<file path="config.mk">
export PLATFORM = sky130hd
export DESIGN_NAME = battery_gauge_level_tracker_flat
export DESIGN_NICKNAME = d
export VERILOG_FILES = /design/src/hdl/bgl_pkg.sv /design/src/hdl/bgl_stream_if.sv /design/src/hdl/bgl_divider.sv /design/src/hdl/battery_gauge_level_tracker.sv /design/src/flat_wrapper.sv
export VERILOG_INCLUDE_DIRS = /design/src /design/src/hdl
export SDC_FILE = /design/constraint.sdc
export NUM_CORES = 1
export LEC_CHECK = 0
export ABC_AREA = 1
export BUFFER_PORTS_ARGS = -buffer_cell sky130_fd_sc_hd__buf_2
export CORE_MARGIN = 1.5
export CORE_UTILIZATION = 45
export CTS_CLUSTER_DIAMETER = 30
export CTS_CLUSTER_SIZE = 20
export DETAILED_ROUTE_END_ITERATION = 8
export SYNTH_ARGS = -nofsm -noshare
export SYNTH_HDL_FRONTEND = slang
export SYNTH_SLANG_ARGS = --single-unit
</file>
<file path="constraint.sdc">
create_clock -name clk_i -period 15.5 [get_ports clk_i]
set_input_delay 2.325 -clock clk_i [delete_from_list [all_inputs] [get_ports clk_i]]
set_output_delay 2.325 -clock clk_i [all_outputs]
set_load 0.005 [all_outputs]
</file>
<file path="src/hdl/battery_gauge_level_tracker_macros.svh">
// assertion macros shared by the battery gauge rtl
// no dependencies
`ifndef BATTERY_GAUGE_LEVEL_TRACKER_MACROS_SVH
`define BATTERY_GAUGE_LEVEL_TRACKER_MACROS_SVH
`define BGL_ASSERT(lbl, clk, rstn, prop) \
  lbl: assert property (@(posedge clk) disable iff (!rstn) prop) else $error("%m failed");
`define BGL_ASSERT_RST(lbl, clk, prop) \
  lbl: assert property (@(posedge clk) prop) else $error("%m failed");
`endif

</file>
<file path="src/hdl/bgl_pkg.sv">
// package for the battery gauge level tracker
// types, constants and the climb rule table; no dependencies
package bgl_pkg;
  localparam logic [15:0] VMin   = 16'd3100;
  localparam logic [15:0] VDisL3 = 16'd3903;
  localparam logic [15:0] VDisL2 = 16'd3773;
  localparam logic [15:0] VDisL1 = 16'd3712;
  localparam logic [15:0] VDisL0 = 16'd3460;
  localparam logic [7:0]  NoneReported = 8'd255;

  typedef struct packed {
    logic        charging;
    logic [1:0]  supply_kind;
    logic [15:0] volt_mv;
    logic signed [7:0] temp_c;
    logic [15:0] current_ma;
    logic [14:0] max_current_ma;
  } in_word_t;

  typedef struct packed {
    logic [6:0] shown_percent;
    logic [2:0] band_level;
    logic       reported;
  } out_word_t;

  typedef struct packed {
    logic        by_volt;
    logic [15:0] thr;
    logic [15:0] other;
  } climb_rule_t;

  // divider request / response
  typedef struct packed {
    logic        start;
    logic [20:0] num;
    logic [15:0] den;
  } div_req_t;

  typedef struct packed {
    logic        done;
    logic [20:0] quo;
  } div_rsp_t;

  function automatic climb_rule_t rule_lookup(input logic usb, input logic [1:0] rng,
                                              input logic [1:0] lv);
    climb_rule_t r;
    r = '{1'b0, 16'd0, 16'd0};
    unique case ({usb, rng, lv})
      5'd0:  r = '{1'b0, 16'd510, 16'd0};
      5'd1:  r = '{1'b0, 16'd480, 16'd510};
      5'd2:  r = '{1'b0, 16'd320, 16'd480};
      5'd3:  r = '{1'b0, 16'd80, 16'd320};
      5'd4:  r = '{1'b1, 16'd4000, 16'd3100};
      5'd5:  r = '{1'b1, 16'd4090, 16'd4000};
      5'd6:  r = '{1'b0, 16'd510, 16'd0};
      5'd7:  r = '{1'b0, 16'd70, 16'd510};
      5'd8:  r = '{1'b1, 16'd3925, 16'd3100};
      5'd9:  r = '{1'b1, 16'd4015, 16'd3925};
      5'd10: r = '{1'b1, 16'd4175, 16'd4015};
      5'd11: r = '{1'b0, 16'd90, 16'd0};
      5'd12: r = '{1'b1, 16'd3885, 16'd3100};
      5'd13: r = '{1'b1, 16'd3975, 16'd3885};
      5'd14: r = '{1'b1, 16'd4135, 16'd3975};
      5'd15: r = '{1'b0, 16'd130, 16'd0};
      5'd16: r = '{1'b1, 16'd4090, 16'd3100};
      5'd17: r = '{1'b1, 16'd4165, 16'd4090};
      5'd18: r = '{1'b0, 16'd290, 16'd0};
      5'd19: r = '{1'b0, 16'd50, 16'd290};
      5'd20: r = '{1'b1, 16'd3910, 16'd3100};
      5'd21: r = '{1'b1, 16'd3990, 16'd3910};
      5'd22: r = '{1'b1, 16'd4140, 16'd3990};
      5'd23: r = '{1'b0, 16'd90, 16'd0};
      5'd24: r = '{1'b1, 16'd3860, 16'd3100};
      5'd25: r = '{1'b1, 16'd3940, 16'd3860};
      5'd26: r = '{1'b1, 16'd4080, 16'd3940};
      5'd27: r = '{1'b0, 16'd180, 16'd0};
      5'd28: r = '{1'b1, 16'd3830, 16'd3100};
      5'd29: r = '{1'b1, 16'd3915, 16'd3830};
      5'd30: r = '{1'b1, 16'd4050, 16'd3915};
      5'd31: r = '{1'b0, 16'd230, 16'd0};
      default: r = '{1'b0, 16'd0, 16'd0};
    endcase
    return r;
  endfunction

  function automatic logic [6:0] band_base(input logic [1:0] lv);
    logic [6:0] b;
    unique case (lv)
      2'd0: b = 7'd0;
      2'd1: b = 7'd25;
      2'd2: b = 7'd50;
      default: b = 7'd80;
    endcase
    return b;
  endfunction

  function automatic logic [4:0] band_span(input logic [1:0] lv);
    logic [4:0] s;
    unique case (lv)
      2'd0, 2'd1: s = 5'd25;
      2'd2: s = 5'd30;
      default: s = 5'd20;
    endcase
    return s;
  endfunction
endpackage

</file>
<file path="src/hdl/bgl_stream_if.sv">
// valid/ready channels carrying one word of type in_word_t or out_word_t
// depends on bgl_pkg
interface bgl_in_if import bgl_pkg::*; ();
  logic     valid;
  logic     ready;
  in_word_t data;
  modport source (output valid, output data, input ready);
  modport sink (input valid, input data, output ready);
endinterface

interface bgl_out_if import bgl_pkg::*; ();
  logic      valid;
  logic      ready;
  out_word_t data;
  modport source (output valid, output data, input ready);
  modport sink (input valid, input data, output ready);
endinterface

</file>
<file path="src/hdl/bgl_divider.sv">
// restoring serial divider, one quotient bit per cycle
// depends on bgl_pkg
module bgl_divider import bgl_pkg::*; (
  input  logic     clk_i,
  input  logic     rst_ni,
  input  div_req_t req_i,
  output div_rsp_t rsp_o
);
  logic [20:0] quo_q, quo_d;
  logic [16:0] rem_q, rem_d;
  logic [15:0] den_q, den_d;
  logic [4:0]  cnt_q, cnt_d;
  logic        busy_q, busy_d, done_q, done_d;
  logic [17:0] trial;
  logic [16:0] shifted;

  always_comb begin
    quo_d = quo_q; rem_d = rem_q; den_d = den_q; cnt_d = cnt_q;
    busy_d = busy_q; done_d = 1'b0;
    shifted = {rem_q[15:0], quo_q[20]};
    trial = {1'b0, shifted} - {2'b0, den_q};
    if (req_i.start) begin
      quo_d = req_i.num; rem_d = '0; den_d = req_i.den; cnt_d = 5'd21; busy_d = 1'b1;
    end else if (busy_q) begin
      if (!trial[17]) begin
        rem_d = trial[16:0]; quo_d = {quo_q[19:0], 1'b1};
      end else begin
        rem_d = shifted; quo_d = {quo_q[19:0], 1'b0};
      end
      cnt_d = cnt_q - 5'd1;
      if (cnt_q == 5'd1) begin
        busy_d = 1'b0; done_d = 1'b1;
      end
    end
  end

  always_ff @(posedge clk_i or negedge rst_ni) begin
    if (!rst_ni) begin
      busy_q <= 1'b0; done_q <= 1'b0; cnt_q <= '0;
    end else begin
      busy_q <= busy_d; done_q <= done_d; cnt_q <= cnt_d;
    end
  end

  always_ff @(posedge clk_i) begin
    quo_q <= quo_d; rem_q <= rem_d; den_q <= den_d;
  end

  assign rsp_o.done = done_q;
  assign rsp_o.quo  = quo_q;
endmodule

</file>
<file path="src/hdl/battery_gauge_level_tracker.sv">
// battery gauge level tracker: one sample in, one result word out
// a division holds the fsm in S_DIV until the divider raises its done flag after all 21 quotient bits
// a new sample is taken only in the idle state, after the last result word is accepted; output stalls hold the fsm
// reset: band 4, display 100, discharging mode, no item in flight
// depends on bgl_pkg, bgl_stream_if, bgl_divider and the macros header
`include "battery_gauge_level_tracker_macros.svh"
module battery_gauge_level_tracker import bgl_pkg::*; (
  input logic clk_i,
  input logic rst_ni,
  bgl_in_if.sink    in_i,
  bgl_out_if.source out_o
);
  typedef enum logic [3:0] {
    S_IDLE = 4'b0001, S_PREP = 4'b0010, S_DIV = 4'b0100, S_OUT = 4'b1000
  } state_e;

  state_e state_q, state_d;
  in_word_t smp_q;
  logic [2:0] band_q, band_d;
  logic [6:0] cpct_q, cpct_d, dpct_q, dpct_d, disp_q, disp_d;
  logic [7:0] lrep_q, lrep_d;
  logic mode_q, mode_d, rep_q, rep_d;
  logic [6:0] base_q, base_d;
  logic sub_q, sub_d;   // result = base - quotient
  logic dis_q, dis_d;   // writes discharge percent
  logic floor_q, floor_d;
  div_req_t dreq;
  div_rsp_t drsp;

  bgl_divider u_div (.clk_i, .rst_ni, .req_i(dreq), .rsp_o(drsp));

  climb_rule_t rl;
  logic [1:0] rng, lv2;
  logic [2:0] seed;
  logic [15:0] v, hi, lo, c;
  logic [6:0] newp;

  always_comb begin
    state_d = state_q; band_d = band_q; cpct_d = cpct_q; dpct_d = dpct_q;
    disp_d = disp_q; lrep_d = lrep_q; mode_d = mode_q; rep_d = rep_q;
    base_d = base_q; sub_d = sub_q; dis_d = dis_q; floor_d = floor_q;
    dreq = '{1'b0, 21'd0, 16'd1};
    rng = 2'd0; lv2 = band_q[1:0]; seed = 3'd0; v = '0; hi = '0; lo = '0; c = '0;
    newp = '0;
    rl = rule_lookup(smp_q.supply_kind[0], 2'd0, band_q[1:0]);
    unique case (state_q)
      S_IDLE: begin
        if (in_i.valid) begin
          state_d = S_PREP;
          if (in_i.data.charging != mode_q) begin
            lrep_d = NoneReported; mode_d = in_i.data.charging;
            if (in_i.data.charging) seed = 3'd0;
            else if (in_i.data.volt_mv > VDisL3) seed = 3'd4;
            else if (in_i.data.volt_mv > VDisL2) seed = 3'd3;
            else if (in_i.data.volt_mv > VDisL1) seed = 3'd2;
            else if (in_i.data.volt_mv > VDisL0) seed = 3'd1;
            else seed = 3'd0;
            band_d = seed;
          end
        end
      end
      S_PREP: begin
        state_d = S_OUT;   // default: no division needed
        floor_d = 1'b0;
        if (smp_q.charging) begin
          dis_d = 1'b0; sub_d = 1'b0;
          if (smp_q.temp_c < 8'sd10) rng = 2'd0;
          else if (smp_q.temp_c < 8'sd20) rng = 2'd1;
          else if (smp_q.temp_c < 8'sd30) rng = 2'd2;
          else rng = 2'd3;
          rl = rule_lookup(smp_q.supply_kind[0], rng, lv2);
          base_d = band_base(lv2);
          if (smp_q.supply_kind[1] || band_q[2]) begin
            state_d = S_OUT;
          end else if (rl.by_volt) begin
            if (smp_q.volt_mv > rl.thr) begin
              band_d = band_q + 3'd1;
              cpct_d = band_base(lv2) + 7'(band_span(lv2));
            end else begin
              v = (smp_q.volt_mv < rl.other) ? rl.other : smp_q.volt_mv;
              dreq = '{1'b1, 21'(band_span(lv2)) * 21'(v - rl.other), rl.thr - rl.other};
              state_d = S_DIV;
            end
          end else begin
            lo = rl.thr;
            hi = (rl.other != 16'd0) ? rl.other : {1'b0, smp_q.max_current_ma};
            if (smp_q.current_ma < lo) begin
              band_d = band_q + 3'd1;
              cpct_d = band_base(lv2) + 7'(band_span(lv2));
            end else if (hi <= lo) begin
              cpct_d = band_base(lv2);
            end else begin
              c = (smp_q.current_ma > hi) ? hi : smp_q.current_ma;
              dreq = '{1'b1, 21'(band_span(lv2)) * 21'(hi - c), hi - lo};
              state_d = S_DIV;
            end
          end
        end else begin
          dis_d = 1'b1; sub_d = 1'b1;
          unique case (band_q)
            3'd4: begin
              if (smp_q.volt_mv < VDisL3) begin
                band_d = 3'd3; dpct_d = 7'd100;
              end else if (dpct_q < 7'd80) dpct_d = 7'd100;
            end
            3'd3: begin
              if (smp_q.volt_mv < VDisL2) begin
                band_d = 3'd2; dpct_d = 7'd80;
              end else begin
                v = (smp_q.volt_mv > VDisL3) ? VDisL3 : smp_q.volt_mv;
                base_d = 7'd100;
                dreq = '{1'b1, 21'd20 * 21'(VDisL3 - v), VDisL3 - VDisL2};
                state_d = S_DIV;
              end
            end
            3'd2: begin
              if (smp_q.volt_mv < VDisL1) begin
                band_d = 3'd1; dpct_d = 7'd50;
              end else begin
                v = (smp_q.volt_mv > VDisL2) ? VDisL2 : smp_q.volt_mv;
                base_d = 7'd80;
                dreq = '{1'b1, 21'd30 * 21'(VDisL2 - v), VDisL2 - VDisL1};
                state_d = S_DIV;
              end
            end
            3'd1: begin
              if (smp_q.volt_mv < VDisL0) begin
                band_d = 3'd0; dpct_d = 7'd25;
              end else begin
                v = (smp_q.volt_mv > VDisL1) ? VDisL1 : smp_q.volt_mv;
                base_d = 7'd50;
                dreq = '{1'b1, 21'd25 * 21'(VDisL1 - v), VDisL1 - VDisL0};
                state_d = S_DIV;
              end
            end
            default: begin
              v = (smp_q.volt_mv > VDisL0) ? VDisL0 : smp_q.volt_mv;
              base_d = 7'd25; floor_d = 1'b1;
              dreq = '{1'b1, 21'd25 * 21'(VDisL0 - v), VDisL0 - VMin};
              state_d = S_DIV;
            end
          endcase
        end
      end
      S_DIV: begin
        if (drsp.done) begin
          state_d = S_OUT;
          if (sub_q) begin
            if (floor_q && drsp.quo >= 21'd25) newp = 7'd0;
            else newp = base_q - drsp.quo[6:0];
          end else newp = base_q + drsp.quo[6:0];
          if (dis_q) dpct_d = newp; else cpct_d = newp;
        end
      end
      S_OUT: begin
        if (out_o.ready) state_d = S_IDLE;
      end
      default: state_d = S_IDLE;
    endcase
  end

  // report update happens when entering S_OUT
  logic enter_out;
  assign enter_out = (state_d == S_OUT) && (state_q != S_OUT);
  logic [6:0] cp_n, dp_n;
  always_comb begin
    cp_n = cpct_d; dp_n = dpct_d;
  end

  logic [7:0] lrep_f;
  logic [6:0] disp_f;
  logic rep_f;
  always_comb begin
    lrep_f = lrep_d; disp_f = disp_d; rep_f = rep_d;
    if (enter_out) begin
      rep_f = 1'b0;
      if (smp_q.charging) begin
        if (!smp_q.supply_kind[1] && ({1'b0, cp_n} != lrep_d)) begin
          lrep_f = {1'b0, cp_n}; rep_f = 1'b1;
          if (cp_n > disp_q) disp_f = cp_n;
        end
      end else if ({1'b0, dp_n} != lrep_d) begin
        lrep_f = {1'b0, dp_n}; rep_f = 1'b1;
        if (dp_n < disp_q) disp_f = dp_n;
      end
    end
  end

  always_ff @(posedge clk_i or negedge rst_ni) begin
    if (!rst_ni) begin
      state_q <= S_IDLE; band_q <= 3'd4; cpct_q <= 7'd100; dpct_q <= 7'd0;
      lrep_q <= 8'd0; disp_q <= 7'd100; mode_q <= 1'b0; rep_q <= 1'b0;
      sub_q <= 1'b0; dis_q <= 1'b0; floor_q <= 1'b0; base_q <= '0;
    end else begin
      state_q <= state_d; band_q <= band_d; cpct_q <= cpct_d; dpct_q <= dpct_d;
      lrep_q <= lrep_f; disp_q <= disp_f; mode_q <= mode_d; rep_q <= rep_f;
      sub_q <= sub_d; dis_q <= dis_d; floor_q <= floor_d; base_q <= base_d;
    end
  end

  always_ff @(posedge clk_i) begin
    if (state_q == S_IDLE && in_i.valid) smp_q <= in_i.data;
  end

  assign in_i.ready = (state_q == S_IDLE);
  assign out_o.valid = (state_q == S_OUT);
  assign out_o.data = '{disp_q, band_q, rep_q};

  `BGL_ASSERT(a_band_range, clk_i, rst_ni, band_q <= 3'd4)
  `BGL_ASSERT(a_disp_range, clk_i, rst_ni, disp_q <= 7'd100)
  `BGL_ASSERT(a_div_done_in_div, clk_i, rst_ni, drsp.done |-> state_q == S_DIV)
  `BGL_ASSERT(a_onehot, clk_i, rst_ni, $onehot(state_q))
  `BGL_ASSERT_RST(a_reset_idle, clk_i, !rst_ni |=> state_q == S_IDLE)
endmodule

</file>
<file path="src/flat_wrapper.sv">
// flat-port wrapper written by rule: the top's interface ports become plain ports
module battery_gauge_level_tracker_flat import bgl_pkg::*;
  (clk_i, rst_ni, in_i_valid, in_i_data, in_i_ready, out_o_valid, out_o_data, out_o_ready);
  bgl_in_if in_i_i ();
  bgl_out_if out_o_i ();
  input logic clk_i;
  input logic rst_ni;
  input wire logic [$bits(in_i_i.valid)-1:0] in_i_valid;
  input wire logic [$bits(in_i_i.data)-1:0] in_i_data;
  output wire logic [$bits(in_i_i.ready)-1:0] in_i_ready;
  output wire logic [$bits(out_o_i.valid)-1:0] out_o_valid;
  output wire logic [$bits(out_o_i.data)-1:0] out_o_data;
  input wire logic [$bits(out_o_i.ready)-1:0] out_o_ready;
  assign in_i_i.valid = in_i_valid;
  assign in_i_i.data = in_i_data;
  assign in_i_ready = in_i_i.ready;
  assign out_o_valid = out_o_i.valid;
  assign out_o_data = out_o_i.data;
  assign out_o_i.ready = out_o_ready;
  battery_gauge_level_tracker u_core (.clk_i(clk_i), .rst_ni(rst_ni), .in_i(in_i_i), .out_o(out_o_i));
endmodule
</file>
==> reports/results.tsv, run 1 <==
stage	metric	value	unit
global_route	grt-ovfl-total	0	
clock_network	cts_hold_buf	0	
global_route	grt_pass1_vias	23687	
sta	slew_headroom	0.142	
cells_and_area	final_layout_size_suffix_gt1_frac	0.0539	
sta	slew_violations	0	
sta	tns	0	ns
clock_network	cts_made_buffers	17	
worst_setup_path	end_kind	register	
worst_setup_path	crit_top_cell	inv_1	
worst_setup_path	critPathMaxStageDelay	0.65	ns
global_route	antenna_found_initial	1	
logic_synthesis	netlist_top_cells_area	ha_1, fa_1, edfxtp_1, inv_1, nand2_1	
clock_network	clk_path_buf_depth	2	
logic_synthesis	synth-seq-cells	163	
place	place.gp.congestion	0.964	
sta	fin_skew	0.0151	ns
logic_synthesis	ys_seq_area_frac	0.170	
worst_setup_path	r2r_cells	62	
clock_network	cts_resized	0	
drt	firstDrtPassIters	5	
clock_network	htreeDepth	4	
logic_synthesis	ys.flop_type	edfxtp_1	
worst_setup_path	slowest_stage	dfrtp_1	
sta	tightest_slew	1.28	ns
clock_network	insertion_delay	0.49	ns
sta	setup_viol	0	
cells_and_area	n_antenna_cell	0	
cells_and_area	ff_latch_area	4480	µm²
drt	wire_per_inst	17.7	µm
worst_setup_path	critPathKind	reg2reg	
clock_network	cts_root_buffer	clkbuf_16	
cells_and_area	fin_nets	4375	
logic_synthesis	synth.distinct_cells	70	
worst_setup_path	crit_fanout	30	
sta	rsz0062_at_grt	false	
worst_setup_path	reg2reg_to	u_core.u_div.quo_q[20]$_DFFE_PP_	
place	io_buffers	73	
drt	drc	0	
floorplan	rows	88	
floorplan	core-area	57800	µm²
worst_setup_path	worstPathRequired	15.74	ns
worst_setup_path	r2r-start	u_core.band_q[1]$_DFFE_PN0P_	
drt	routed_wl	81000	µm
worst_hold_path	holdPathEnd	u_core.disp_d[6]$_DFFE_PN1P_	
place	dp_hpwl	67000	µm
cells_and_area	multi_input_area	19000	µm²
global_route	grt_max_degree	64	
sta	min_period_over_period	0.843	
logic_synthesis	synth-edff-count	94	
floorplan	dieWidth	245	µm
worst_setup_path	cp-start-kind	register	
worst_setup_path	worst-r2r-setup-slack	2.43	ns
sta	hold_violations	0	
drt	drtIter0Drc	1909	
clock_network	cts_setup_buffers	0	
floorplan	die_h	245	µm
logic_synthesis	syn_inst	3716	
worst_setup_path	worstPathArrival	13.31	ns
logic_synthesis	async_flop_share	0.325	
cells_and_area	nFillCells	6033	
global_route	grt_use_total	0.275	
logic_synthesis	netlist_area	26400	µm²
drt	num_vias	24491	
worst_hold_path	holdPathStages	2	
worst_hold_path	hp-class	reg2reg	
logic_synthesis	syn_area_per_cell	7.11	µm²
global_route	grt_first_pass_wirelength	128000	µm
run_status	status	complete, no violations	
logic_synthesis	yosys_warnings	0	
job	cap_violations	0	
floorplan	num_io_pins	75	
drt	highest_layer	met5	
drt	ant_nets	0	
clock_network	cts_tree	built	
drt	avgViaCountPerCell	5.36	
sta	clock.fmax	0.0765	GHz
logic_synthesis	synth_top_area_cell	ha_1	
floorplan	die-area	60100	µm²
clock_network	cts.reportedPaths.clkPinSlew	0.07	ns
drt	wl_met2	37900	µm
drt	met3_length	3730	µm
floorplan	start_util	0.457	
worst_hold_path	worstHoldStart	u_core.disp_d[6]$_DFFE_PN1P_	
clock_network	clock_sinks	163	
logic_synthesis	synth_top_area_share	0.167	
sta	min_period	13.07	ns
drt	wl_met1	36000	µm
cells_and_area	area_growth	7.32	%
==> synthesized netlist by cell type (all sizes together) (10+ instances only) <==
master / number
nor3: 48
or2: 13
inv: 721
a21oi: 310
nand4: 34
o31ai: 23
fa: 170
xnor2: 30
buf: 22
dfxtp: 16
o211ai: 24
o221ai: 10
clkbuf: 55
dfrtp: 45
nor4: 17
o21ai: 242
a211oi: 15
o21bai: 26
a31oi: 17
o22ai: 17
nand3: 145
xor2: 85
nand2: 692
nor2: 393
edfxtp: 94
ha: 353
==> flip-flops by register name, indices dropped and copies added (netlist names), 3 cells and up <==
signal,flops
u_core.lrep_q,8
u_core.band_q,3
u_core.u_div.den_q,16
u_core.u_div.cnt_q,5
u_core.dpct_q,7
u_core.u_div.rem_q,16
u_core.smp_q,57
u_core.base_q,6
u_core.u_div.quo_q,21
u_core.cpct_q,7
u_core.disp_d,7
u_core.state_q,4
==> placed cells by master (no fill, tap or decap), types with 9 or more instances in the layout <==
master     synthesis  final
nand4_1           32     32
nor4_1            17     17
conb_1             2     31
edfxtp_1          94     94
nand3_1          138    138
a211oi_1          15     15
o21ai_0          237    237
a21oi_1          307    307
dfrtp_1           45     45
fa_1             170    170
o21bai_1          25     25
xnor2_1           30     30
buf_4              2     30
o22ai_1           17     17
o31ai_1           23     23
o211ai_1          23     23
clkbuf_16          0     18
nor3_1            47     46
nand2_1          682    682
dfxtp_1           16     16
inv_1            711    711
o221ai_1          10     10
a31oi_1           17     17
a22oi_1            9      9
nor2_1           384    383
or2_2             13     13
inv_2             10     10
xor2_1            85     85
ha_1             353    353
buf_2              9     73
==> routing by layer <==
metal  vias to the layer above  GRT usage
met4                         2      0.118
li1                      12263          -
met5                         -          0
met2                       629      0.466
met1                     11462      0.351
met3                       135     0.0332
==> cells by family after synthesis <==
family,after synthesis,share of synthesized area
XOR/XNOR,115,0.0381
buffers and inverters,805,0.116
adder cells (fa/ha/maj),523,0.296
flip-flops,163,0.170
AND/OR/NAND/NOR,1359,0.216
other,2,0.000284
AO/OA/AOI/OAI,749,0.163
==> stage by stage <==
step | util | setup WS, ns | cells | cell area [µm²] | hold WS, ns
final | 0.490 | 2.43 | 4568 | 28300 | 0.475
after global placement | 0.480 | 2.74 | 4536 | 27700 | 0.458
after floorplan | - | 5.08 | 3745 | 26500 | 0.444
after detailed placement | 0.480 | 2.70 | 4536 | 27700 | 0.466
after CTS | 0.490 | 2.65 | 4568 | 28300 | 0.477
after global routing | 0.490 | 1.43 | 4568 | 28300 | 0.490
==> cell type report <==
cell class / count / share of cell area
repair buffers: 103 / 0.0208
multi-input cells: 2777 / 0.670
clock buffers: 20 / 0.0162
flip-flops and latches: 163 / 0.158
inverters: 728 / 0.0964
clock inverters: 12 / 0.00464
well taps: 765 / 0.0338
==> critical path: cells and delay by family (launching register included) <==
family          cells  cell delay, ns
simple gates       24            3.49
flops               1            0.65
fa+ha+maj           8            3.13
buf+inv            13            2.27
compound gates     17            3.28
==> worst max-delay path by stage <==
stage / start / endpoint / slack [ns]
4_1_cts: u_core.band_q[1]$_DFFE_PN0P_ / u_core.u_div.quo_q[20]$_DFFE_PP_ / 2.65
3_3_place_gp: u_core.band_q[1]$_DFFE_PN0P_ / u_core.u_div.quo_q[20]$_DFFE_PP_ / 2.74
6_report: u_core.band_q[1]$_DFFE_PN0P_ / u_core.u_div.quo_q[20]$_DFFE_PP_ / 2.43
2_1_floorplan: u_core.band_q[0]$_DFFE_PN0P_ / u_core.u_div.quo_q[20]$_DFFE_PP_ / 5.08
3_5_place_dp: u_core.band_q[1]$_DFFE_PN0P_ / u_core.u_div.quo_q[20]$_DFFE_PP_ / 2.70
5_1_grt: u_core.band_q[1]$_DFFE_PN0P_ / u_core.u_div.quo_q[20]$_DFFE_PP_ / 1.43
Power of run 1 is left out: the tool's default activity adds up to more than one toggle a clock period on the data nets, which glitch-free logic cannot reach.
==> inputs of run 2 (changes only) <==
--- a/config.mk
+++ b/config.mk
@@ -6,7 +6,7 @@
 export SDC_FILE = /design/constraint.sdc
 export NUM_CORES = 1
 export LEC_CHECK = 0
-export ABC_AREA = 1
+export ABC_AREA = 0
 export BUFFER_PORTS_ARGS = -buffer_cell sky130_fd_sc_hd__buf_2
 export CORE_MARGIN = 1.5
 export CORE_UTILIZATION = 45
==> constraint.sdc (replaced) <==
create_clock -name clk_i -period 12.5 [get_ports clk_i]
set_input_delay 1.875 -clock clk_i [delete_from_list [all_inputs] [get_ports clk_i]]
set_output_delay 1.875 -clock clk_i [all_outputs]
set_load 0.005 [all_outputs]
==> run 2 against run 1 <==
Via count is 1.2% lower. Flip-flop and latch count unchanged. Utilization is 0.62 points higher. Worst hold slack improved by 0.014 ns. Cell count down 9.4%. Maximum frequency grew 11%. Largest cell class unchanged.
==> reports/results.tsv, run 2 <==
stage	metric	value	unit	change
sta	hold_violations	0		unchanged
worst_setup_path	r2r_cells	51		was 62
logic_synthesis	synth_top_area_share	0.167		about the same
place	dp.cells	4104		was 4536
sta	tightest_slew	1.21	ns	was 1.28 ns
cells_and_area	largest-register	u_core.smp_q		unchanged
cells_and_area	area_growth	8.41	%	was 7.32%
run_status	status	complete, no violations		unchanged
sta	slew_headroom	0.187		was 0.142
sta	fin_skew	0.0193	ns	was 0.0151 ns
clock_network	htreeDepth	4		unchanged
cells_and_area	final_layout_size_suffix_gt1_frac	0.0824		was 0.0539
worst_hold_path	hp-class	reg2reg		unchanged
worst_setup_path	critPathKind	reg2reg		unchanged
cells_and_area	fin_nets	3947		was 4375
clock_network	clk_path_buf_depth	2		unchanged
sta	min_period	11.79	ns	was 13.07 ns
logic_synthesis	ys_top_cells_by_count	inv_1, ha_1, nand2_1		was inv_1, nand2_1, nor2_1
global_route	globalRouteMet2Util	0.439		was 0.466
worst_setup_path	end_kind	register		unchanged
floorplan	die_h	246	µm	was 245 µm
global_route	grt_use_total	0.288		was 0.275
logic_synthesis	synth-edff-count	94		unchanged
clock_network	cts.reportedPaths.clkPinSlew	0.08	ns	was 0.07 ns
floorplan	dieWidth	246	µm	was 245 µm
place	place.gp.congestion	0.970		was 0.964
logic_synthesis	yosys_warnings	0		unchanged
logic_synthesis	netlist_area	26500	µm²	was 26400 µm²
cells_and_area	final_cell_mix	inv_1, ha_1, nand2_1		was inv_1, nand2_1, nor2_1
sta	tns	0	ns	unchanged
logic_synthesis	syn_inst	3286		was 3716
sta	rsz0062_at_grt	false		unchanged
clock_network	insertion_delay	0.48	ns	was 0.49 ns
worst_setup_path	worstPathRequired	12.69	ns	was 15.74 ns
sta	min_period_over_period	0.943		was 0.843
drt	wire_per_inst	20.8	µm	was 17.7 µm
drt	ant_nets	0		unchanged
place	io_buffers	73		unchanged
logic_synthesis	netlist_top_cells_area	ha_1, fa_1, edfxtp_1, inv_1, a21oi_1		was ha_1, fa_1, edfxtp_1, inv_1, nand2_1
logic_synthesis	syn_area_per_cell	8.07	µm²	was 7.11 µm²
global_route	grt-ovfl-total	0		unchanged
global_route	antenna_found_initial	1		unchanged
drt	drtIter0Drc	1994		was 1909
logic_synthesis	yosysMostFrequentCell	inv_1		unchanged
drt	num_vias	24187		was 24491
logic_synthesis	synth_top_area_cell	ha_1		unchanged
floorplan	num_io_pins	75		unchanged
sta	clock.fmax	0.0848	GHz	was 0.0765 GHz
logic_synthesis	ys_seq_area_frac	0.169		was 0.170
clock_network	cts_root_buffer	clkbuf_16		unchanged
global_route	grt_pass1_vias	23785		was 23687
drt	drc	0		unchanged
floorplan	rows	88		unchanged
sta	slew_violations	0		unchanged
cells_and_area	n_antenna_cell	0		unchanged
place	dp_hpwl	69400	µm	was 67000 µm
logic_synthesis	synth-seq-cells	163		unchanged
worst_hold_path	holdPathStages	2		unchanged
logic_synthesis	synth.distinct_cells	98		was 70
worst_setup_path	critPathMaxStageDelay	0.63	ns	was 0.65 ns
global_route	grt_busiest_layer	met2		unchanged
clock_network	cts_hold_buf	0		unchanged
worst_setup_path	crit_top_cell	o21ai_0		was inv_1
drt	firstDrtPassIters	6		was 5
sta	setup_viol	0		unchanged
clock_network	clock_sinks	163		unchanged
drt	avgViaCountPerCell	5.84		was 5.36
global_route	grt_max_degree	57		was 64
clock_network	cts_tree	built		unchanged
worst_setup_path	cp-start-kind	register		unchanged
cells_and_area	reg_top3	u_core.smp_q x57, u_core.u_div.quo_q x21		unchanged
worst_setup_path	crit_fanout	22		was 30
cells_and_area	layout_commonest_cell	inv_1		unchanged
cells_and_area	largest_reg_flops	57		unchanged
global_route	met1_usage	0.402		was 0.351
floorplan	core-area	57900	µm²	was 57800 µm²
drt	routed_wl	86200	µm	was 81000 µm
logic_synthesis	async_flop_share	0.325		unchanged
worst_setup_path	slowest_stage	a2111oi_1		was dfrtp_1
cells_and_area	final_cells	4140		was 4568
job	cap_violations	0		unchanged
floorplan	die-area	60400	µm²	was 60100 µm²
worst_setup_path	worstPathArrival	11.97	ns	was 13.31 ns
floorplan	start_util	0.458		was 0.457
logic_synthesis	ys.flop_type	edfxtp_1		unchanged
clock_network	cts_made_buffers	17		unchanged
global_route	grt_first_pass_wirelength	134000	µm	was 128000 µm
global_route	grt_use_met3	0.0554		was 0.0332
-- run 2: cell types whose count changed in the layout (fill, tap and decap cells not counted), moves of 48 or more --
cell     change
a21o_1      +56
xnor2_1     +79
nand2_1    -376
nor2_1     -112
a21oi_1     -75
nand3_1     -86
inv_1      -272
buf_4       +48
-- run 2: metal layers --
layer	up-vias	routed length, µm
met5	-	0
li1	11525	-
met3	166	6750
met1	11616	39200
met2	880	37000
met4	0	3320
-- run 2: kinds of logic after synthesis --
family,share of synthesized area
AO/OA/AOI/OAI,0.203
XOR/XNOR,0.0552
adder cells (fa/ha/maj),0.295
buffers and inverters,0.0816
flip-flops,0.169
multiplexers,0.0233
other,0.000283
AND/OR/NAND/NOR,0.173
-- run 2: timing repair --
item / in CTS / in global routing
resized for setup: 0 / 19
buffers inserted: 0 / 3
setup endpoints to repair: 0 / 6
-- run 2: critical path, delay by kind of cell, from the launching register on --
kind                       cells  cell delay, ns
muxes                          1            0.30
and+or+nand+nor               14            2.44
DFF                            1            0.55
AOI/OAI and AO/OA             21            3.95
buffers and inverters          6            0.94
adders and majority gates      7            2.80
xor gates and xnor gates       2            0.51
-- run 2: cell type report --
cell class,instances,area [µm²]
Clock buffer,20,468
Clock inverter,12,115
Fill cell,5775,29200
Inverter,443,1660
Multi-Input combinational cell,2585,20100
Sequential cell,163,4480
Tap cell,765,957
Timing Repair Buffer,152,962
-- run 2: stage by stage --
| stage | area [µm²] | hold WS (ns) | util | setup WS (ns) |
|---|---|---|---|---|
| floorplan | 26600 | 0.450 | - | 0.158 |
| global placement | 28100 | 0.468 | 0.485 | 0.395 |
| detailed placement | 28100 | 0.472 | 0.485 | 0.281 |
| CTS | 28600 | 0.488 | 0.495 | 0.233 |
| global route | 28700 | 0.543 | 0.496 | 0.0348 |
| finish | 28700 | 0.489 | 0.496 | 0.712 |
-- run 2: worst paths after layout --
check | slack, ns | startpoint | end
max | 0.71 | u_core.smp_q[38]$_DFFE_PP_ | u_core.u_div.quo_q[19]$_DFFE_PP_
min | 0.49 | u_core.floor_q$_DFFE_PN0P_ | u_core.floor_q$_DFFE_PN0P_
max reg2reg | 0.71 | u_core.smp_q[38]$_DFFE_PP_ | u_core.u_div.quo_q[19]$_DFFE_PP_
min reg2reg | 0.49 | u_core.floor_q$_DFFE_PN0P_ | u_core.floor_q$_DFFE_PN0P_
max in group asynchronous | 10.44 | rst_ni | u_core.u_div.done_q$_DFF_PN0_
min in group asynchronous | 1.55 | rst_ni | u_core.mode_q$_DFFE_PN0P_
Power of run 2 is left out for the same reason.
